$ cat config.mk
export PLATFORM = sky130hd
export DESIGN_NAME = cvr_div
export DESIGN_NICKNAME = d
export VERILOG_FILES = /design/src/hw/rtl/assert_macros.svh /design/src/hw/rtl/cvr_div.sv
export SDC_FILE = /design/constraint.sdc
export NUM_CORES = 1
export LEC_CHECK = 0
export BUFFER_PORTS_ARGS = -buffer_cell sky130_fd_sc_hd__buf_4
export CORE_MARGIN = 2
export CORE_UTILIZATION = 55
export CTS_BUF_LIST = sky130_fd_sc_hd__clkbuf_4 sky130_fd_sc_hd__clkbuf_8
export DETAILED_ROUTE_END_ITERATION = 6
export HOLD_SLACK_MARGIN = 0.05
export PLACE_DENSITY = 0.85
export SYNTH_ARGS = -nofsm -noshare
export SYNTH_HDL_FRONTEND = slang
export SYNTH_SLANG_ARGS = --single-unit
$ cat constraint.sdc
create_clock -name clk_i -period 4.5 [get_ports clk_i]
set_input_delay 0 -clock clk_i [delete_from_list [all_inputs] [get_ports clk_i]]
set_output_delay 0 -clock clk_i [all_outputs]
set_load 0.03 [all_outputs]
$ cat src/hw/rtl/assert_macros.svh
// Assertion macros shared by the collision velocity resolver RTL.
// Sampled on clk_i and disabled while rst_ni is low; define NO_ASSERTIONS to drop them.
`ifndef ASSERT_MACROS_SVH
`define ASSERT_MACROS_SVH
`ifndef NO_ASSERTIONS
`define CVR_ASSERT(lbl, prop, msg) \
  lbl: assert property (@(posedge clk_i) disable iff (!rst_ni) (prop)) else $error(msg);
`define CVR_ASSERT_IMP(lbl, ante, cons, msg) \
  lbl: assert property (@(posedge clk_i) disable iff (!rst_ni) (ante) |-> (cons)) else $error(msg);
`define CVR_ASSERT_NXT(lbl, ante, cons, msg) \
  lbl: assert property (@(posedge clk_i) disable iff (!rst_ni) (ante) |=> (cons)) else $error(msg);
`else
`define CVR_ASSERT(lbl, prop, msg)
`define CVR_ASSERT_IMP(lbl, ante, cons, msg)
`define CVR_ASSERT_NXT(lbl, ante, cons, msg)
`endif
`endif

$ cat src/hw/rtl/cvr_div.sv
// Restoring divider, unsigned, one quotient bit per cycle.
// Standalone; instantiated by collision_velocity_resolver_unit.
`timescale 1ns / 1ps
module cvr_div #(
  parameter int NW = 100,
  parameter int DW = 64
) (
  input  logic          clk_i,
  input  logic          rst_ni,
  input  logic          start_i,
  input  logic [NW-1:0] num_i,
  input  logic [DW-1:0] den_i,
  output logic          busy_o,
  output logic [NW-1:0] quo_o
);
  localparam int CNTW = $clog2(NW + 1);

  logic [NW-1:0]   n_q;
  logic [DW-1:0]   rem_q;
  logic [DW-1:0]   den_q;
  logic            busy_q;
  logic [CNTW-1:0] cnt_q;
  logic [DW:0]     rem_sh;
  logic [DW:0]     diff;
  logic            ge;

  assign rem_sh = {rem_q, n_q[NW-1]};
  assign ge     = rem_sh >= {1'b0, den_q};
  assign diff   = rem_sh - {1'b0, den_q};

  always_ff @(posedge clk_i or negedge rst_ni) begin
    if (!rst_ni) begin
      busy_q <= 1'b0;
      cnt_q  <= '0;
    end else if (start_i) begin
      busy_q <= 1'b1;
      cnt_q  <= CNTW'(NW);
    end else if (busy_q) begin
      cnt_q  <= cnt_q - 1'b1;
      busy_q <= (cnt_q != CNTW'(1));
    end
  end

  always_ff @(posedge clk_i) begin
    if (start_i) begin
      n_q   <= num_i;
      den_q <= den_i;
      rem_q <= '0;
    end else if (busy_q) begin
      rem_q <= ge ? diff[DW-1:0] : rem_sh[DW-1:0];
      n_q   <= {n_q[NW-2:0], ge};
    end
  end

  assign busy_o = busy_q;
  assign quo_o  = n_q;
endmodule
Yosys cells after proc, flatten, opt, wreduce, memory -nomap -nowiden
Cells that the tools add are included. W data, S select, Z words.

Flip-flop bits (word level): 236. Input port bits: 167.

Multiplexer cells: 7. Equal/unequal tests: 1. Order comparisons: 1. Reduce and logical (&&, ||, !) cells: 1. $add $sub $neg: 2.

Operators with widths (number): $mux W100 (2); $ge A65 B64 Y1 (1); $mux W64 (1); $sub A64 B64 Y64 (1); $mux W7 (2); $ne A7 B1 Y1 const B (1); $sub A7 B1 Y7 const B (1); $mux W1 (2); $reduce_bool A2 Y1 (1).

Longest topological paths before layout
Gate-level depths: netlist of the first run.

Depth in word-level cells: 3. Depth in mapped cells: 15. Depth with buffers taken out: 13.

Least setup slack after synthesis of the first run
OpenSTA, ideal clock, no wires.

Path kind: register -> register. From: register busy_q, in the netlist busy_o. To: register n_q[0], in the netlist quo_o[0], enable pin. Clock period less this slack: 3380 ps. Cell stages (with the launch flop): 4. Arrival: 2927 ps. Setup slack: 1120 ps. Required time: 4047 ps. Path through: dfrtp_1 -> nor2_1 -> clkbuf_1 -> inv_1.

Word-level cells in the longest chain between the ends: 1.

Ends and longest elaborated chain: from (decl) (line cvr_div.sv:21) `logic busy_q;`; from (signal assigned) (line cvr_div.sv:40) `busy_q <= (cnt_q != CNTW'(1));`; $reduce_bool A2 Y1 (no line); to (signal assigned) (line cvr_div.sv:46) `n_q <= num_i;`; to (signal assigned) (line cvr_div.sv:51) `n_q <= {n_q[NW-2:0], ge};`; to (decl) (line cvr_div.sv:18) `logic [NW-1:0] n_q;`.

No other way between the ends. A chain may end at the register's enable or synchronous reset.

Final worst setup path of the first run
From: register n_q[99], in the netlist quo_o[99]. To: register rem_q[62].

Word-level cells in the longest chain between the ends: 2.

Ends and longest elaborated chain: $sub A64 B64 Y64 or $ge A65 B64 Y1 (tied branches) (line cvr_div.sv:29, cvr_div.sv:28); $mux W64 (*) (line cvr_div.sv:50) `rem_q <= ge ? diff[DW-1:0] : rem_sh[DW-1:0];`; to (signal assigned) (line cvr_div.sv:50); to (decl) (line cvr_div.sv:19) `logic [DW-1:0] rem_q;`.

Every way passes the cells marked *; elsewhere a longest branch is shown, timed or not.

==> results.cfg, run 1 <==
[timing]
fin_ws_ps = 697
clock-skew-final_ps = 31.9
worst_pin_slew_ps = 988
report.final.slew_viol_count = 0
hold_violations = 0
final-setup-viol-count = 0
final.min_clock_period_ps = 3800
max_freq_mhz = 263
rsz0062_at_grt = false
post-route-period-util_pct = 84.5
fin_setup_tns_ps = 0
slew_headroom_pct = 34.1

[cells_and_area]
layout-drive-gt1-share_pct = 26.6
synthToLayoutAreaGrowth_pct = 35.1
stdcell_count = 2082
mostFrequentLayoutCell = buf_4
final_nets = 1959
final_util_pct = 75.4
mostFrequentLayoutCells = buf_4 (277), dlygate4sd3_1 (166), edfxtp_1 (164)

[setup_path]
cp_slowest_stage_delay_ps = 740
critPathLaunchType = register
worstPathMaxFanout = 4
crit_required_ps = 4940
rr_worst_depth = 13
cp_slowest_cell = a2111oi_0
critPathCaptureType = register
reg2reg_from = quo_o[99]
critPathKind = reg2reg
timing.rr.end = rem_q[62]
startpoint = quo_o[99]
crit_arrival_ps = 4240
cp_cell_sequence = inv_1, ha_1, fa_1, nor2b_1, o211ai_1, a2111oi_0, nor4_2, o21ai_1, a211oi_2, a31oi_4, a211oi_1, o211a_1, a2111oi_2
rrSetupSlack_ps = 700

[pwr]
pwr-share-clk_pct = 36.3
p_switching_uw = 1680
sequentialPowerShare_pct = 44.9
intPower_uw = 4130
total_leakage_power_uw = 0.00776
pwr-share-comb_pct = 18.8
p_sw_share_pct = 28.9
vdd_drop_max_mv = 0.336
power.total_uw = 5810
power_density_nw_per_um2 = 319

[placement]
dp_slack_ps = 944
portBuffers = 267
dp.cells = 1840
place_hpwl_mm = 26.8
gp_congestion = 0.968

[hold_path]
holdPathStages = 1
hold_path_end = den_q[13]
min_path_type = in2reg
min_from = start_i

[drt]
routed_wl_mm = 44.1
drc = 0
initialDrtViolationCount = 1102
wl_per_cell_um = 21.2
num_vias = 12350
vias_per_cell = 5.93
postRouteAntennaNets = 0
first_pass_iters = 5

[logic_synthesis]
syn_area_um2 = 13500
synth_top_flop_cell = edfxtp_1
syn_area_per_cell_um2 = 10.3
ys_seq_elements = 236
syn_nets = 1539
synth_cell_types = 79
synth_edf_count = 164
synthArstFlopShare_pct = 3.39
yosysSeqAreaShare_pct = 47.5
synthesis.instances = 1305
yosysWarnings = 0

[clocking]
cts_made_buffers = 41
clkTransAtPathRegs_ps = 70
clock_path_buffers = 3
post_cts_resized = 0
root_buffer = clkbuf_8
clkLatencyLatePin_ps = 570
cts_sinks = 236
htreeDepth = 2
cts_tree = yes

[job]
cap_violations = 0

[grt]
gr-total-overflow = 0
antenna_found_initial = 2
grt_start_max_net_pins = 94
grt_first_pass_wirelength_mm = 68.0
track_usage_pct = 33.5
grt_pass1_vias = 12290

[floorplan]
dieArea_um2 = 25800
start_util_pct = 55.8
fp-row-count = 57
die_w_um = 161
coreArea_um2 = 24200
die_h_um = 161
io_pins = 268

[outcome]
status = complete, no violations
## state kept, by name, summed over array words and instances, names as in the netlist
register,count
cnt_q,7
busy_o,1
quo_o,100
rem_q,64
den_q,64
## cell type report
type	instances	area (um^2)
diodes	2	5.00
clock inverters	17	145
clock buffers	57	703
multi-input cells	911	6450
inverters	91	344
repair buffers	444	3750
well taps	324	405
fillers	1549	5960
flip-flops and latches	236	6410
## metal layers
layer | global-route usage (%) | part of all wire, %
met5 | 0 | 0
met3 | 7.10 | 8.3
met2 | 58.2 | 49
met1 | 39.2 | 37
met4 | 17.6 | 5.8
## cell usage after synthesis (5+ instances only)
cell type | count | share of area, %
edfxtp_1 | 164 | 37
a21oi_1 | 120 | 4.5
nor2_1 | 111 | 3.1
mux2_2 | 100 | 8.4
inv_1 | 91 | 2.5
nand2_1 | 73 | 2.0
ha_1 | 66 | 6.1
dfxtp_1 | 64 | 9.5
o21ai_0 | 60 | 2.2
clkbuf_1 | 47 | 1.3
a211oi_1 | 44 | 2.4
xnor2_1 | 43 | 2.8
a21o_1 | 28 | 1.6
nor3_1 | 26 | 0.96
mux2i_1 | 22 | 1.6
nand3_1 | 22 | 0.82
nand4_1 | 22 | 1.0
o21bai_1 | 21 | 1.2
xor2_1 | 15 | 0.97
a31oi_1 | 12 | 0.56
buf_2 | 11 | 0.41
and3_1 | 10 | 0.46
nand2b_1 | 10 | 0.46
dfrtp_1 | 8 | 1.5
nor2b_1 | 8 | 0.37
o31ai_1 | 7 | 0.39
nor4_1 | 6 | 0.28
or2_2 | 5 | 0.23
## critical path, delay by kind of cell, from the launching register on
| kind | cells | cell delay [ps] |
|---|---|---|
| AO/OA/AOI/OAI | 8 | 2270 |
| AND/OR/NAND/NOR | 2 | 300 |
| adder cells (fa/ha/maj) | 2 | 630 |
| buffers and inverters | 1 | 90 |
| flip-flops | 1 | 400 |
## worst max-delay path by stage
stage	end	slack (ps)
finish	rem_q[62]	700
global route	rem_q[62]	540
CTS	rem_q[62]	910
detailed placement	rem_q[62]	940
global placement	rem_q[30]	1100
floorplan	quo_o[0]	1120
## power by group through the flow
stage               clock (uW)  combinational (uW)  sequential [uW]
floorplan                    0                 350             2800
global placement             0                 898             2620
detailed placement           0                 920             2620
CTS                       2090                1040             2590
global route              2220                1140             2620
finish                    2110                1090             2610
## metrics by stage
| step | hold WS, ps | area [um^2] |
|---|---|---|
| 3_3_place_gp | -179 | 15700 |
| 2_1_floorplan | -296 | 13500 |
| 4_1_cts | 125 | 18200 |
| 3_5_place_dp | -178 | 15700 |
| 5_1_grt | 125 | 18200 |
| 6_report | 81.9 | 18200 |
## logic make-up after synthesis
logic type	count (synthesis)	synth area share, %
AND/OR/NAND/NOR	310	10.8
multiplexers	122	9.98
flip-flops	236	47.5
AO/OA/AOI/OAI	354	17.0
buffers and inverters	158	4.70
XOR/XNOR	58	3.77
adder cells (fa/ha/maj)	67	6.27
## repair_timing
item / 4_1_cts / 5_1_grt
hold buffers: 166 / 0
buffers inserted: 0 / 0
endpoints found under the hold margin: 172 / 0
No activity file was read; power rests on OpenSTA's default activity.
==> run 2: changes to the inputs <==
--- a/config.mk
+++ b/config.mk
@@ -7,11 +7,11 @@
 export LEC_CHECK = 0
 export BUFFER_PORTS_ARGS = -buffer_cell sky130_fd_sc_hd__buf_4
 export CORE_MARGIN = 2
-export CORE_UTILIZATION = 55
+export CORE_UTILIZATION = 52
 export CTS_BUF_LIST = sky130_fd_sc_hd__clkbuf_4 sky130_fd_sc_hd__clkbuf_8
 export DETAILED_ROUTE_END_ITERATION = 6
 export HOLD_SLACK_MARGIN = 0.05
-export PLACE_DENSITY = 0.85
+export PLACE_DENSITY = 0.84
 export SYNTH_ARGS = -nofsm -noshare
 export SYNTH_HDL_FRONTEND = slang
 export SYNTH_SLANG_ARGS = --single-unit
==> constraint.sdc (replaced) <==
create_clock -name clk_i -period 3.2 [get_ports clk_i]
set_input_delay 0 -clock clk_i [delete_from_list [all_inputs] [get_ports clk_i]]
set_output_delay 0 -clock clk_i [all_outputs]
set_load 0.03 [all_outputs]
==> run 2 against run 1 <==
Compared with the run above:
- the flow now finishes with violations (negative setup slack)
- hold slack better by 8.6 ps
- sequential cell count stayed put
- sequential share of layout area is 2.9 points lower
- first-iteration DRC count is 3.7% higher
- critical path depth is 2 higher
- via count is 7.0% higher
- clock skew is 6.6 ps higher
- fmax is 8.2% higher
- count of clock-buffer cells in the layout is 2 lower
- die area is 5.6% higher
- setup slack worse by 1000 ps
- core utilization is 3.0 points higher
- critical path type unchanged
- largest cell class unchanged
- largest power group unchanged
- highest routed layer is now met5
==> results.cfg, run 2 (synthesized netlist as in run 1, its figures left out) <==
[clocking]
cts_tree = yes
cts_made_buffers = 41
clkTransAtPathRegs_ps = 80
cts_sinks = 236
clkLatencyLatePin_ps = 600
root_buffer = clkbuf_8
htreeDepth = 2
clock_path_buffers = 3

[pwr]
power.total_uw = 8410
vdd_drop_max_mv = 0.401
power_density_nw_per_um2 = 424
total_leakage_power_uw = 0.00836

[cells_and_area]
multiInputGateArea_um2 = 7200
largest_reg_flops = 100
layout-drive-gt1-share_pct = 36.3
final_nets = 2041
mostFrequentLayoutCell = buf_4
final_util_pct = 78.4
synthToLayoutAreaGrowth_pct = 47.2
fill_cells = 1418
mostFrequentLayoutCells = buf_4 (339), dlygate4sd3_1 (166), edfxtp_1 (164)
seqCellArea_um2 = 6410

[setup_path]
worstPathMaxFanout = 8
critPathLaunchType = register
critPathCaptureType = register
crit_required_ps = 3640
critPathKind = reg2reg
crit_arrival_ps = 3960

[timing]
hold_violations = 0
max_freq_mhz = 284
worst_pin_slew_ps = 794
report.final.slew_viol_count = 0
clock-skew-final_ps = 38.5
timing.hold.ws_ps = 90.5
fin_ws_ps = -315
slew_headroom_pct = 47.1
rsz0062_at_grt = true
final-setup-viol-count = 58
post-route-period-util_pct = 110
final.min_clock_period_ps = 3520

[floorplan]
die_h_um = 165
coreArea_um2 = 25300
io_pins = 268
fp-row-count = 58
die_w_um = 165
dieArea_um2 = 27200
start_util_pct = 53.2

[drt]
num_vias = 13212
drc = 0
first_pass_iters = 6
postRouteAntennaNets = 0
wl_per_cell_um = 22.8
vias_per_cell = 6.09
routed_wl_mm = 49.5
initialDrtViolationCount = 1143

[grt]
grt_first_pass_wirelength_mm = 68.2
antenna_found_initial = 2
gr-total-overflow = 0
grt_start_max_net_pins = 101
track_usage_pct = 32.3
grt_pass1_vias = 12838

[outcome]
status = finished, violations left
violations = negative setup slack

[placement]
dp_slack_ps = -50.5
portBuffers = 267
place_hpwl_mm = 28.6
gp_congestion = 0.958

[job]
cap_violations = 0

[hold_path]
min_path_type = in2reg
-- run 2: cell count changes in the layout (fill, tap and decap cells not counted), moves of 15 or more --
cell and change:
o21ai_0 -15, nor2_1 -17, ha_4 +16, buf_4 +62, a21oi_1 -26, ha_1 -18, a21oi_2 +23
-- run 2: layout make-up --
cell class	instances	area share, %
Multi-Input combinational cell	911	36.3
Sequential cell	236	32.3
Timing Repair Buffer	526	23.2
Clock buffer	55	3.40
Tap cell	330	2.08
Inverter	91	1.74
Clock inverter	21	0.977
Antenna cell	1	0.0126
-- run 2: metal layers --
layer | wire length, um | part of all wire (%) | vias to the layer above | track usage (%)
met5 | 12 | 0.024 | - | 0
met4 | 3610 | 7.3 | 2 | 17.7
met3 | 4300 | 8.7 | 256 | 6.35
met2 | 24100 | 49 | 879 | 57.3
met1 | 17400 | 35 | 6246 | 36.5
li1 | - | - | 5829 | -
-- run 2: final timing paths --
check / start / slack [ps] / cells after the start / to
max: den_q[8] / -320 / 15 / rem_q[9]
min: start_i / 90 / 1 / den_q[5]
max reg2reg: den_q[8] / -320 / 15 / rem_q[9]
min reg2reg: rem_q[40] / 490 / 2 / rem_q[40]
max in group asynchronous: rst_ni / 2510 / 3 / busy_o
min in group asynchronous: rst_ni / 410 / 3 / busy_o
-- run 2: stage by stage --
| stage | instance area (um^2) | std cells | TNS, ps |
|---|---|---|---|
| floorplan | 13500 | 1305 | 0 |
| global placement | 16200 | 1900 | -25.8 |
| detailed placement | 16200 | 1900 | -333 |
| CTS | 18800 | 2144 | -33.3 |
| global route | 19800 | 2171 | -12070 |
| finish | 19800 | 2171 | -6240 |
-- run 2: repair_timing --
item / in CTS / in global routing
pin swaps: 3 / 58
gates cloned: 0 / 8
endpoints found under the setup margin: 27 / 65
hold buffers: 166 / 0
endpoints found under the hold margin: 172 / 0
buffers inserted: 2 / 18
gates resized for setup: 2 / 165
-- run 2: power breakdown --
part / total, uW / internal [uW] / leakage, uW / switching [uW]
clock: 3060 / 1640 / 0.000466 / 1420
sequential: 3670 / 3510 / 0.00229 / 151
combinational: 1680 / 765 / 0.00560 / 914
total: 8410 / 5920 / 0.00836 / 2480
-- run 2: critical path, cell delays in order, from the launching register on --
cell	delay [ps]
edfxtp_1	510
inv_2	80
ha_4	300
buf_4	120
nand3_1	150
o2bb2ai_2	210
a21oi_2	110
a211oi_2	300
o2111ai_2	240
a21oi_2	270
buf_4	170
o31ai_4	90
clkbuf_16	190
clkbuf_16	170
a21oi_1	320
a211oi_2	150
