### src/hw/rtl/assert_macros.svh
// Assertion macros shared by the collision velocity resolver RTL.
// Sampled on clk_i and disabled while rst_ni is low; define NO_ASSERTIONS to drop them.
`ifndef ASSERT_MACROS_SVH
`define ASSERT_MACROS_SVH
`ifndef NO_ASSERTIONS
`define CVR_ASSERT(lbl, prop, msg) \
  lbl: assert property (@(posedge clk_i) disable iff (!rst_ni) (prop)) else $error(msg);
`define CVR_ASSERT_IMP(lbl, ante, cons, msg) \
  lbl: assert property (@(posedge clk_i) disable iff (!rst_ni) (ante) |-> (cons)) else $error(msg);
`define CVR_ASSERT_NXT(lbl, ante, cons, msg) \
  lbl: assert property (@(posedge clk_i) disable iff (!rst_ni) (ante) |=> (cons)) else $error(msg);
`else
`define CVR_ASSERT(lbl, prop, msg)
`define CVR_ASSERT_IMP(lbl, ante, cons, msg)
`define CVR_ASSERT_NXT(lbl, ante, cons, msg)
`endif
`endif

### src/hw/rtl/cvr_mul.sv
// Shift-add multiplier, sign-magnitude result, one multiplier bit per cycle.
// Standalone; instantiated by collision_velocity_resolver_unit.
`timescale 1ns / 1ps
module cvr_mul #(
  parameter int MA = 65,
  parameter int BS = 35
) (
  input  logic                clk_i,
  input  logic                rst_ni,
  input  logic                start_i,
  input  logic [MA-1:0]       a_i,
  input  logic [BS-1:0]       b_i,
  output logic                busy_o,
  output logic                neg_o,
  output logic [MA+BS-1:0]    prod_o
);
  localparam int PW   = MA + BS;
  localparam int CNTW = $clog2(BS + 1);

  logic [MA-1:0]   a_mag_q;
  logic [PW-1:0]   p_q;
  logic            neg_q;
  logic            busy_q;
  logic [CNTW-1:0] cnt_q;
  logic [MA-1:0]   a_abs;
  logic [BS-1:0]   b_abs;
  logic [MA:0]     sum;

  assign a_abs = a_i[MA-1] ? (~a_i + 1'b1) : a_i;
  assign b_abs = b_i[BS-1] ? (~b_i + 1'b1) : b_i;
  assign sum   = {1'b0, p_q[PW-1:BS]} + (p_q[0] ? {1'b0, a_mag_q} : '0);

  always_ff @(posedge clk_i or negedge rst_ni) begin
    if (!rst_ni) begin
      busy_q <= 1'b0;
      cnt_q  <= '0;
    end else if (start_i) begin
      busy_q <= 1'b1;
      cnt_q  <= CNTW'(BS);
    end else if (busy_q) begin
      cnt_q  <= cnt_q - 1'b1;
      busy_q <= (cnt_q != CNTW'(1));
    end
  end

  always_ff @(posedge clk_i) begin
    if (start_i) begin
      a_mag_q <= a_abs;
      p_q     <= {{MA{1'b0}}, b_abs};
      neg_q   <= a_i[MA-1] ^ b_i[BS-1];
    end else if (busy_q) begin
      p_q <= {sum, p_q[BS-1:1]};
    end
  end

  assign busy_o = busy_q;
  assign neg_o  = neg_q;
  assign prod_o = p_q;
endmodule

### config.mk
export PLATFORM = sky130hd
export DESIGN_NAME = cvr_mul
export DESIGN_NICKNAME = d
export VERILOG_FILES = /design/src/hw/rtl/assert_macros.svh /design/src/hw/rtl/cvr_mul.sv
export SDC_FILE = /design/constraint.sdc
export NUM_CORES = 1
export LEC_CHECK = 0
export BUFFER_PORTS_ARGS = -buffer_cell sky130_fd_sc_hd__buf_2
export CAP_MARGIN = 15
export CORE_MARGIN = 10
export CORE_UTILIZATION = 55
export DETAILED_ROUTE_END_ITERATION = 10
export PLACE_DENSITY = 0.74
export SLEW_MARGIN = 10
export SYNTH_ARGS = -nofsm -noshare
export SYNTH_HDL_FRONTEND = slang
export SYNTH_SLANG_ARGS = --single-unit
### constraint.sdc
create_clock -name clk_i -period 4 [get_ports clk_i]
set_input_delay 0.4 -clock clk_i [delete_from_list [all_inputs] [get_ports clk_i]]
set_output_delay 0.4 -clock clk_i [all_outputs]
set_load 0.01 [all_outputs]
; ---- Yosys cells after proc, flatten, opt, wreduce, memory -nomap -nowiden
; Index checks and enable logic that the tools add are counted.
[op_classes]
n_mux = 9
n_reduce_logical = 1
bitwise_logic = 3
addsub = 4
n_eq_ne = 1
[op_table]
columns = op, n
row1 = 2-to-1 mux 35 bit, 3
row2 = adder 65 x 65 -> 66 bit, 1
row3 = "adder 65 x 1 -> 65 bit, second input constant", 1
row4 = 2-to-1 mux 65 bit, 1
row5 = NOT 65 bit, 1
row6 = 2-to-1 mux 64 bit, 1
row7 = "adder 35 x 1 -> 35 bit, second input constant", 1
row8 = NOT 35 bit, 1
row9 = 2-to-1 mux 6 bit, 2
row10 = "inequality test 6 x 1 -> 1 bit, second input constant", 1
row11 = "subtractor 6 x 1 -> 6 bit, second input constant", 1
row12 = 2-to-1 mux 1 bit, 2
row13 = nonzero test 2 bit, 1
row14 = XOR 1 bit, 1
[totals]
regBits = 173
output_inout_bits = 102
input_bits = 103
elab_cells = 25

; ---- Logic depth before layout (Yosys ltp)
; Gate-level depths: netlist of the first run.
[depth]
word_depth = 4
ltp_mapped = 15
depth_no_buf = 13

; ---- Worst setup path after synthesis of the first run
; OpenSTA, ideal clock, no wires.
[synth_timing]
path_kind = reg-to-reg
startpoint = register p_q[0], in the netlist prod_o[0]
endpoint = register p_q[90], in the netlist prod_o[90]
path_stages_with_launch = 15
setup_time_ns = 0.117
required_ns = 3.883
slack_ns = 0.294
synth_period_minus_slack_ns = 3.706
t_arrival_ns = 3.589
path_cell_list = edfxtp_1 -> clkbuf_1 -> clkbuf_1 -> and2_1 -> ha_1 -> inv_1 -> fa_1 -> nor2b_1 -> o31a_1 -> o31a_1 -> a211o_1 -> a2111oi_0 -> o311ai_0 -> or3_1 -> a32o_1
[synth_between]
elab_chain_len = 2
[synth_lines]
columns = element, line
row1 = "start, declared", cvr_mul.sv:21  ; logic [PW-1:0] p_q;
row2 = "start signal, assigned", cvr_mul.sv:49  ; p_q <= {{MA{1'b0}}, b_abs};
row3 = "start signal, assigned", cvr_mul.sv:52  ; p_q <= {sum, p_q[BS-1:1]};
row4 = 2-to-1 mux 65 bit, cvr_mul.sv:31  ; assign sum = {1'b0, p_q[PW-1:BS]} + (p_q[0] ? {1'b0, a_mag_q} : '0);
row5 = adder 65 x 65 -> 66 bit, cvr_mul.sv:31
; No other way between the ends.
; A chain may end at the register's enable or synchronous reset.

; ---- Worst setup path in the final report of the first run
[layout_timing]
startpoint = register p_q[0], in the netlist prod_o[0]
endpoint = register p_q[96], in the netlist prod_o[96]
; Same word-level chain as after synthesis.

==> results of run 1 <==
## cell type report
| cell class | instances | share of cell area |
|---|---|---|
| clock buffer | 19 | 0.0303 |
| clock inverter | 13 | 0.00911 |
| inverter | 40 | 0.0105 |
| multi-input combinational | 1138 | 0.517 |
| sequential | 173 | 0.316 |
| tap | 280 | 0.0245 |
| timing repair buffer | 242 | 0.0930 |
## flip-flops by register name, indices dropped and copies added, names as in the netlist
| name | cells |
|---|---|
| cnt_q | 6 |
| a_mag_q | 65 |
| prod_o | 100 |
| busy_o | 1 |
| neg_o | 1 |
## layer usage
layer / wire, um / vias to the layer above / global-route usage
li1: - / 5546 / -
met1: 15800 / 5309 / 0.322
met2: 16600 / 422 / 0.391
met3: 2470 / 51 / 0.0486
met4: 786 / 2 / 0.0687
met5: 20 / - / 0
## cell usage after synthesis, drive strengths merged, types with 4 or more instances
library cell  count  share of area
o21ai            95          0.039
and2             68          0.035
clkbuf           64          0.020
xnor2            93          0.066
and3              7         0.0036
a21boi            6         0.0037
o41ai            16          0.012
dfrtp             7          0.014
nor2b             4         0.0020
xor2             45          0.032
nand2b           15         0.0076
or4              16          0.011
inv              39          0.012
nand3            19         0.0077
o31ai            32          0.021
a21oi           131          0.053
nand2           138          0.042
o21a              8         0.0049
nor4             11         0.0056
buf               5         0.0016
a31oi            10         0.0051
o211ai            4         0.0024
nor2            131          0.040
a21o             30          0.018
nand3b            6         0.0037
a211o             4         0.0029
or2               7         0.0036
a211oi            8         0.0049
ha               69          0.070
dfxtp            65           0.11
mux2i            22          0.018
o21bai           18          0.011
a32o              5         0.0041
or3              25          0.014
edfxtp          101           0.25
nand4            22          0.011
nor3             31          0.013
## power breakdown
part	total [mW]	internal [mW]	switching [mW]
logic	3.09	1.28	1.81
clock network	1.65	0.877	0.770
registers	2.54	2.26	0.275
total	7.28	4.42	2.85
## logic make-up (layout without fill, tap and decap cells)
logic type | count (synthesis) | after routing
buf+inv | 109 | 314
simple gates | 505 | 505
mux | 23 | 23
flops | 173 | 173
compound gates | 402 | 402
xor+xnor | 138 | 138
fa+ha+maj | 70 | 70
## through the flow
stage	power, mW	instance area (um^2)	hold slack (ns)	utilization	worst slack, ns
floorplan	4.53	12300	0.104	-	0.294
global placement	5.56	13700	0.245	0.625	0.183
detailed placement	5.60	13700	0.247	0.625	0.0761
CTS	7.26	14300	0.172	0.651	0.0296
global route	7.75	14300	0.178	0.652	0.0251
finish	7.28	14300	0.186	0.652	0.180
## layout by cell type (no fill, tap or decap), drive strengths merged, types with 4 or more instances in the layout
master | netlist | layout
or3 | 25 | 25
and3 | 7 | 7
a21o | 30 | 30
inv | 39 | 46
nand4 | 22 | 22
nor3 | 31 | 31
nor2 | 131 | 131
dfxtp | 65 | 65
nand3 | 19 | 19
edfxtp | 101 | 101
a21boi | 6 | 6
o21a | 8 | 8
or2 | 7 | 7
a211oi | 8 | 8
a21oi | 131 | 131
clkbuf | 64 | 19
a211o | 4 | 4
mux2i | 22 | 22
nor2b | 4 | 4
o211ai | 4 | 4
o31ai | 32 | 32
and2 | 68 | 68
nor4 | 11 | 11
dfrtp | 7 | 7
o21bai | 18 | 18
nand2b | 15 | 15
nand2 | 138 | 138
ha | 69 | 69
or4 | 16 | 16
clkinv | 1 | 6
buf | 5 | 241
nand3b | 6 | 6
o21ai | 95 | 95
o41ai | 16 | 16
xor2 | 45 | 45
a32o | 5 | 5
xnor2 | 93 | 93
a31oi | 10 | 10
## worst min-delay path by stage
stage,startpoint,end
final,a_i[0],a_mag_q[0]
after global routing,a_i[0],a_mag_q[0]
after CTS,a_i[0],a_mag_q[0]
after detailed placement,rst_ni,cnt_q[1]
after global placement,rst_ni,cnt_q[2]
after floorplan,rst_ni,busy_o
## critical path, stage by stage, from the launching register on
cell,delay (ns)
edfxtp_1,0.43
buf_12,0.19
and2_1,0.16
ha_1,0.29
nand4_1,0.16
or3_1,0.42
nor4_1,0.44
and2_1,0.19
a22oi_1,0.10
a21boi_0,0.36
nor2_1,0.13
or4_1,0.50
a311oi_1,0.31
## repair_timing
action | CTS | global route
hold buffers | 1 | 0
endpoints found under the setup margin | 0 | 8
endpoints found under the hold margin | 7 | 0
setup buffers | 0 | 0
resized for setup | 0 | 5
==> metrics.txt, run 1 <==
syn_nets 1593; Port Buffers 204; Clock Path Buffers 2; starting density of the core 0.561; largest family of logic cells by synthesized area compound AO/OA/AOI/OAI gates; initial DRC count 963; Post-Synth XOR/XNOR Area 0.0985; Slew headroom 0.229; reg-to-reg slack, setup 0.18 ns; Std-Cell Rows 54; Synth Area in Compound Gates 0.208; max-cap violation count 0; Startpoint Class register; CP required 4.32 ns; Post-synth EDFFs 101; Antenna Diode Count 0; synthesized flop and latch total 173; area of the multi-input gates 0.00737 mm^2; multiplexer area fraction after synthesis 0.0189; peak supply drop 287 uV; Register Area 0.00451 mm^2; Non-Filler Instances 1905; Main synth FF type edfxtp_1; syn_area_per_cell 8.64 um^2; Final Max Slew Viols 0; Clock Latency Late Sink 0.43 ns; Global Route Usage Sum 0.242; sequential area share after synthesis 0.367; Vias 11300; DRT antenna net count 0; Mapped Cells 1420; RR Endpoint prod_o[96]; R2R cell count 12; Remaining DRCs 0; final worst path period share 0.955; status finished clean; Post-Synth Adder-Cell Area 0.0720; first-pass GRT wire length 57100 um; largest net degree at the start of global routing 90; Die Area 0.0287 mm^2; end of the critical path prod_o[96]; reg2reg start prod_o[0]; leak pwr 6.06 nW; placer congestion estimate 0.954; Filler cells 1900; CTS sink cnt 173; share of cells above drive strength 1 0.182; WL per Instance 18.7 um; asr flop ratio synth 0.0405; DRT Wirelength 35700 um; TNS Setup 0 ns; Core Box Area 0.0219 mm^2; htree depth 4; worst slew pin tran 1.15 ns; skew final 0.0129 ns; clock slew at reported path FFs 0.07 ns; Arr. time, crit path 4.14 ns; Die Height 169 um; crit path time final 3.82 ns; GRT overflow 0; vias per cell 5.95; Hold Path Class in2reg; number of global-route vias before repair 11100; Final nets 1785; Root Driver clkbuf_16; hpwl dp 27700 um; Inserted Clock Buffers 17; initial antenna violation count 1; Synth Warn # 0; kind of critical path reg2reg; Final setup violation count 0; Chip Width 169 um; post-synthesis simple-gate area fraction 0.202; hold path depth 1; Worst Setup SP prod_o[0]; Yosys cell types 69; CTS tree built; Placed Instances 1872; Max Clk Rate 262 MHz; critical path peak fanout 49; CP Capture Type register; Cell Area, Synth 0.0123 mm^2; final hold vios 0; Area Overhead vs Synth 16.3%; PwrDens 510 mW/mm^2; unrepaired setup endpoints after global routing false; IO Count 205; TritonRoute pass-1 iters 6
No activity file was read; power rests on OpenSTA's default activity.
==> run 2: changes to the inputs <==
Settings changed: CELL_PAD_IN_SITES_DETAIL_PLACEMENT set to 1, CELL_PAD_IN_SITES_GLOBAL_PLACEMENT set to 2, CORE_UTILIZATION 55 to 35, PLACE_DENSITY 0.74 to 0.78.
==> run 2 against run 1 <==
  * Clock skew fell by 0.0035 ns
  * Die area rose by 50%
  * Combinational power rose by 3%
  * Power rose by 2.2%
  * Clock power rose by 3%
  * Count of clock-buffer cells in the layout rose by 2
  * Utilization fell by 23 points
  * First-iteration DRC count fell by 28%
  * Global-route usage fell by 4.5 points
  * Design area rose by 2.4%
  * Critical endpoint is now prod_o[91]
  * Register-to-register slack improved by 0.03 ns
==> metrics.txt, run 2 (same netlist as run 1, synthesis figures left out) <==
PwrDens 508 mW/mm^2 (-0.25%); DRT antenna net count 0 (unchanged); Arr. time, crit path 4.13 ns (about the same); TNS Setup 0 ns (unchanged); initial antenna violation count 6 (+5); hold path depth 1 (unchanged); Inserted Clock Buffers 17 (unchanged); max reg flops 100 (unchanged); TritonRoute pass-1 iters 5 (-1); Worst Slack Setup Final 0.214 ns (+0.0341 ns); Hold Path Class in2reg; Area after DPL 0.0140 mm^2 (+2.3%); peak supply drop 306 uV (+6.4%); hpwl dp 34500 um (+25%); CP required 4.34 ns (+0.02 ns); kind of critical path reg2reg; final hold vios 0 (unchanged); initial DRC count 690 (-28%); htree depth 4 (unchanged); commonest non-fill, non-tap cell in the layout buf_2; placer congestion estimate 0.853 (-11%); Max Clk Rate 264 MHz (+0.90%); Placed Instances 2059 (+10%); Final setup violation count 0 (unchanged); largest net degree at the start of global routing 91 (+1.1%); Remaining DRCs 0 (unchanged); first-pass GRT wire length 68400 um (+20%); met2 WL 21000 um (+26%); crit path time final 3.79 ns (-0.0341 ns); GRT overflow 0 (unchanged); Core Box Area 0.0345 mm^2 (+58%); Die Area 0.0430 mm^2 (+50%); RR Endpoint prod_o[91]; reg2reg start prod_o[0]; top sig layer met5; status finished clean; starting density of the core 0.355 (-0.205); fin area 0.0146 mm^2 (+2.4%); most frequent cells in the layout buf_2 (203), nand2_1 (138), nor2_1 (130), a21oi_1 (130), edfxtp_1 (101); final worst path period share 0.946 (-0.00852); CTS tree built; skew final 0.00947 ns (-0.00346 ns); Port Buffers 204 (unchanged); number of global-route vias before repair 11900 (+7.7%); WL met3 1830 um (-26%); max-cap violation count 0 (unchanged); Startpoint Class register; pre-CTS WS 0.0342 ns (-0.0419 ns); clock slew at reported path FFs 0.07 ns (about the same); Vias 11300 (+0.053%); vias per cell 5.41 (-9.0%); Clock Path Buffers 2 (unchanged); R2R cell count 13 (+1); critical path peak fanout 33 (-33%); unrepaired setup endpoints after global routing false; DRT Wirelength 43500 um (+22%); Std-Cell Rows 68 (+26%); Final Max Slew Viols 0 (unchanged); Die Height 207 um (+22%); Final nets 1797 (+0.67%); hold path endpoint a_mag_q[0]; Area Overhead vs Synth 19.1%; CP Capture Type register; Global Route Usage Sum 0.197 (-0.0451); WL per Instance 20.8 um (+11%); HP Start a_i[0]; share of cells above drive strength 1 0.191 (+0.00905); DRT met1 WL 20100 um (+27%); CTS sink cnt 173 (unchanged); Non-Filler Instances 2094 (+9.9%); IO Count 205 (unchanged); leak pwr 6.13 nW (+1.1%); worst slew pin tran 0.800 ns (-0.352 ns); Clock Latency Late Sink 0.44 ns (about the same); Chip Width 207 um (+22%); reg-to-reg slack, setup 0.21 ns (+0.03 ns); Root Driver clkbuf_16; Slew headroom 0.461 (+0.232)
==> run 2: cell count changes in the layout (fill, tap and decap cells not counted), moves of 2 or more <==
cell        change
inv_8           -2
inv_6           -3
clkinv_1        -2
buf_4          +11
diode_2         +2
clkinvlp_4      +3
clkinv_2        +2
a2111oi_2       +2
==> run 2: what timing repair did <==
| item | in CTS | in global routing |
|---|---|---|
| gates resized for setup | 0 | 12 |
| setup buffers | 0 | 0 |
| endpoints found under the setup margin | 0 | 10 |
| hold buffers | 1 | 0 |
| hold endpoints to repair | 7 | 0 |
==> run 2: per-stage QoR <==
| step | power [mW] | hold slack, ns | util |
|---|---|---|---|
| final | 7.43 | 0.164 | 0.423 |
| after floorplan | 4.53 | 0.104 | - |
| after CTS | 7.49 | 0.141 | 0.422 |
| after global placement | 5.70 | 0.247 | 0.405 |
| after global routing | 7.95 | 0.148 | 0.423 |
| after detailed placement | 5.75 | 0.252 | 0.405 |
==> run 2: final cells by class <==
cell class / instances / area [um^2]
Tap cell: 455 / 569
Fill cell: 4183 / 19900
Multi-Input combinational cell: 1138 / 7390
Clock inverter: 11 / 106
Clock buffer: 21 / 472
Timing Repair Buffer: 254 / 1420
Antenna cell: 2 / 5.00
Sequential cell: 173 / 4510
Inverter: 40 / 150
==> run 2: worst max-delay path, stage by stage, from the launching register on <==
cell and delay (ns):
edfxtp_1 0.47, buf_12 0.20, and2_1 0.15, ha_1 0.34
nand2_1 0.10, or3_1 0.45, a2111oi_0 0.49, a211oi_2 0.16
o211ai_1 0.36, a21oi_1 0.21, a211oi_1 0.31, buf_4 0.19
mux2i_1 0.17, nand2_1 0.06
==> run 2: worst max-delay path by stage <==
stage          depth (start not counted)    endpoint      start
4_1_cts                               12  prod_o[97]  prod_o[0]
6_report                              13  prod_o[91]  prod_o[0]
2_1_floorplan                         14  prod_o[90]  prod_o[0]
3_3_place_gp                          12  prod_o[97]  prod_o[0]
5_1_grt                               13  prod_o[91]  prod_o[0]
3_5_place_dp                          12  prod_o[97]  prod_o[0]
==> run 2: report_power, final <==
group | internal (mW) | switching (mW) | total (mW)
logic | 1.29 | 1.88 | 3.17
registers | 2.26 | 0.300 | 2.56
clock network | 0.917 | 0.785 | 1.70
==> run 2: per-layer routing <==
layer	vias up	track usage
li1	5568	-
met1	5549	0.251
met2	175	0.333
met3	36	0.0426
met4	8	0.0437
met5	-	0
==> run 3: changes to the inputs <==
Settings changed: SETUP_SLACK_MARGIN set to 0.3.
Clock period 4 ns to 3.8 ns, I/O delays scaled along.
==> run 3 against run 2 <==
  * Count of clock-buffer cells in the layout down 3
  * Global-route usage up 0.071 points
  * Combinational power grew 11%
  * Utilization up 1.3 points
  * Final cell count increased by 1.2%
  * Via count grew 0.21%
  * Worst hold slack worse by 0.030 ns
  * Register-to-register slack lost 0.02 ns
  * Wire length up 0.80%
  * Setup slack lost 0.016 ns
==> metrics.txt, run 3 (same netlist as run 1, synthesis figures left out) <==
status finished clean; Startpoint Class register; max incr delay on CP 0.44 ns (-0.05 ns); Die Height 207 um (unchanged); Clock Latency Late Sink 0.46 ns (+0.02 ns); DRT Wirelength 43800 um (+0.80%); Final Max Slew Viols 0 (unchanged); commonest non-fill, non-tap cell in the layout buf_2; Root Driver clkbuf_16; CP required 4.15 ns (-0.19 ns); PwrDens 531 mW/mm^2 (+4.4%); Crit path max-delay family compound AO/OA/AOI/OAI gates; Remaining DRCs 0 (unchanged); Final nets 1820 (+1.3%); max-cap violation count 0 (unchanged); total power 8.01 mW (+7.7%); initial DRC count 691 (+0.14%); Global Route Usage Sum 0.198 (+0.000713); starting density of the core 0.355 (unchanged); number of global-route vias before repair 11900 (-0.23%); Final setup violation count 0 (unchanged); most used cell, CP o31a_1; TritonRoute pass-1 iters 5 (unchanged); peak supply drop 373 uV (+22%); crit path time final 3.60 ns (-0.184 ns); CTS tree built; crit path buf inv count 3 (+1); CTS sink cnt 173 (unchanged); leak pwr 6.29 nW (+2.7%); final hold vios 0 (unchanged); WL per Instance 20.7 um (-0.39%); Inserted Clock Buffers 17 (unchanged); vias per cell 5.36 (-0.97%); GRT overflow 0 (unchanged); clock slew at reported path FFs 0.07 ns (about the same); most frequent cells in the layout buf_2 (203), nand2_1 (137), nor2_1 (129); Area Overhead vs Synth 22.9%; Hold Path Class in2reg; Slew headroom 0.471 (+0.00991); Arr. time, crit path 3.96 ns (-0.17 ns); TNS Setup 0 ns (unchanged); Die Area 0.0430 mm^2 (unchanged); Std-Cell Rows 68 (unchanged); kind of critical path reg2reg; first-pass GRT wire length 68300 um (-0.18%); DRT antenna net count 0 (unchanged); largest net degree at the start of global routing 75 (-18%); max reg flops 100 (unchanged); htree depth 4 (unchanged); final worst path period share 0.948 (+0.00142); share of cells above drive strength 1 0.217 (+0.0263); IO Count 205 (unchanged); worst slew pin tran 0.794 ns (-0.00641 ns); hpwl dp 34900 um (+1.1%); unrepaired setup endpoints after global routing true; Chip Width 207 um (unchanged); sequence of cells on the critical path buf_12 -> and2_1 -> ha_1 -> inv_1 -> fa_2 -> nor2b_2 -> o31a_1 -> o31a_1 -> a211o_1 -> a2111oi_2 -> buf_4 -> o311ai_4 -> or3_1 -> a32o_1; CP Capture Type register; initial antenna violation count 7 (+1); Max Clk Rate 278 MHz (+5.1%); Vias 11400 (+0.21%); Clock Path Buffers 2 (unchanged); Core Box Area 0.0345 mm^2 (unchanged); skew final 0.0120 ns (+0.00255 ns); Port Buffers 204 (unchanged); placer congestion estimate 0.878 (+3.0%); critical path peak fanout 14 (-58%); Slowest-stage cell, CP edfxtp_1
[run 3: changes by cell type in the layout (fill, tap and decap cells not counted), sizes merged]
cell / before / now
bufinv: 1 / 2
clkinv: 6 / 8
buf: 253 / 275
clkbuf: 21 / 19
diode: 2 / 4
[run 3: report_power, final]
| group | internal (mW) | leakage, nW | total, mW | switching (mW) |
|---|---|---|---|---|
| combinational | 1.47 | 4.40 | 3.52 | 2.05 |
| clock | 0.968 | 0.271 | 1.78 | 0.810 |
| sequential | 2.38 | 1.62 | 2.70 | 0.324 |
| total | 4.82 | 6.29 | 8.01 | 3.18 |
[run 3: per-stage QoR]
step	setup WS, ns	hold WS [ns]	cell area, um^2	cells	utilization
2_1_floorplan	0.260	0.0844	12300	1420	-
3_3_place_gp	0.141	0.224	14100	2071	0.409
3_5_place_dp	0.0549	0.226	14100	2071	0.409
4_1_cts	0.226	0.111	14800	2104	0.428
5_1_grt	0.0601	0.130	15100	2117	0.437
6_report	0.198	0.134	15100	2119	0.437
[run 3: area by class of cell]
type	instances	area (um^2)
Inverter	40	150
Timing Repair Buffer	277	1620
Tap cell	455	569
Fill cell	4164	19500
Multi-Input combinational cell	1138	7650
Sequential cell	173	4510
Clock inverter	14	145
Clock buffer	18	429
Antenna cell	4	10.0
[run 3: per-layer routing]
metal,part of all wire,vias up,GRT usage
met5,0.00094,-,0
met4,0.021,6,0.0587
met3,0.045,44,0.0466
met2,0.48,194,0.330
met1,0.45,5503,0.247
li1,-,5613,-
[run 3: path summary, 6_finish.rpt]
check                           slack [ns]  startpoint          to  cells past startpoint
worst max-delay path                  0.20   prod_o[0]  prod_o[90]                     14
worst min-delay path                  0.13      a_i[0]  a_mag_q[0]                      1
worst max register to register        0.20   prod_o[0]  prod_o[90]                     14
worst min register to register        0.49  prod_o[67]  prod_o[67]                      2
max in group asynchronous             3.31      rst_ni      busy_o                      2
min in group asynchronous             0.31      rst_ni    cnt_q[0]                      2
[run 3: worst register-to-register path: stages, from the launching register on]
cell	delay, ns
edfxtp_1	0.44
buf_12	0.18
and2_1	0.15
ha_1	0.19
inv_1	0.08
fa_2	0.21
nor2b_2	0.05
o31a_1	0.27
o31a_1	0.37
a211o_1	0.35
a2111oi_2	0.32
buf_4	0.19
o311ai_4	0.13
or3_1	0.33
a32o_1	0.24
[run 3: repair_timing]
| action | CTS | global route |
|---|---|---|
| buffers inserted | 0 | 10 |
| hold endpoints to repair | 7 | 0 |
| hold buffers | 1 | 0 |
| pin swaps | 4 | 13 |
| setup endpoints to repair | 18 | 29 |
| gates resized for setup | 15 | 34 |
| gates cloned | 0 | 1 |
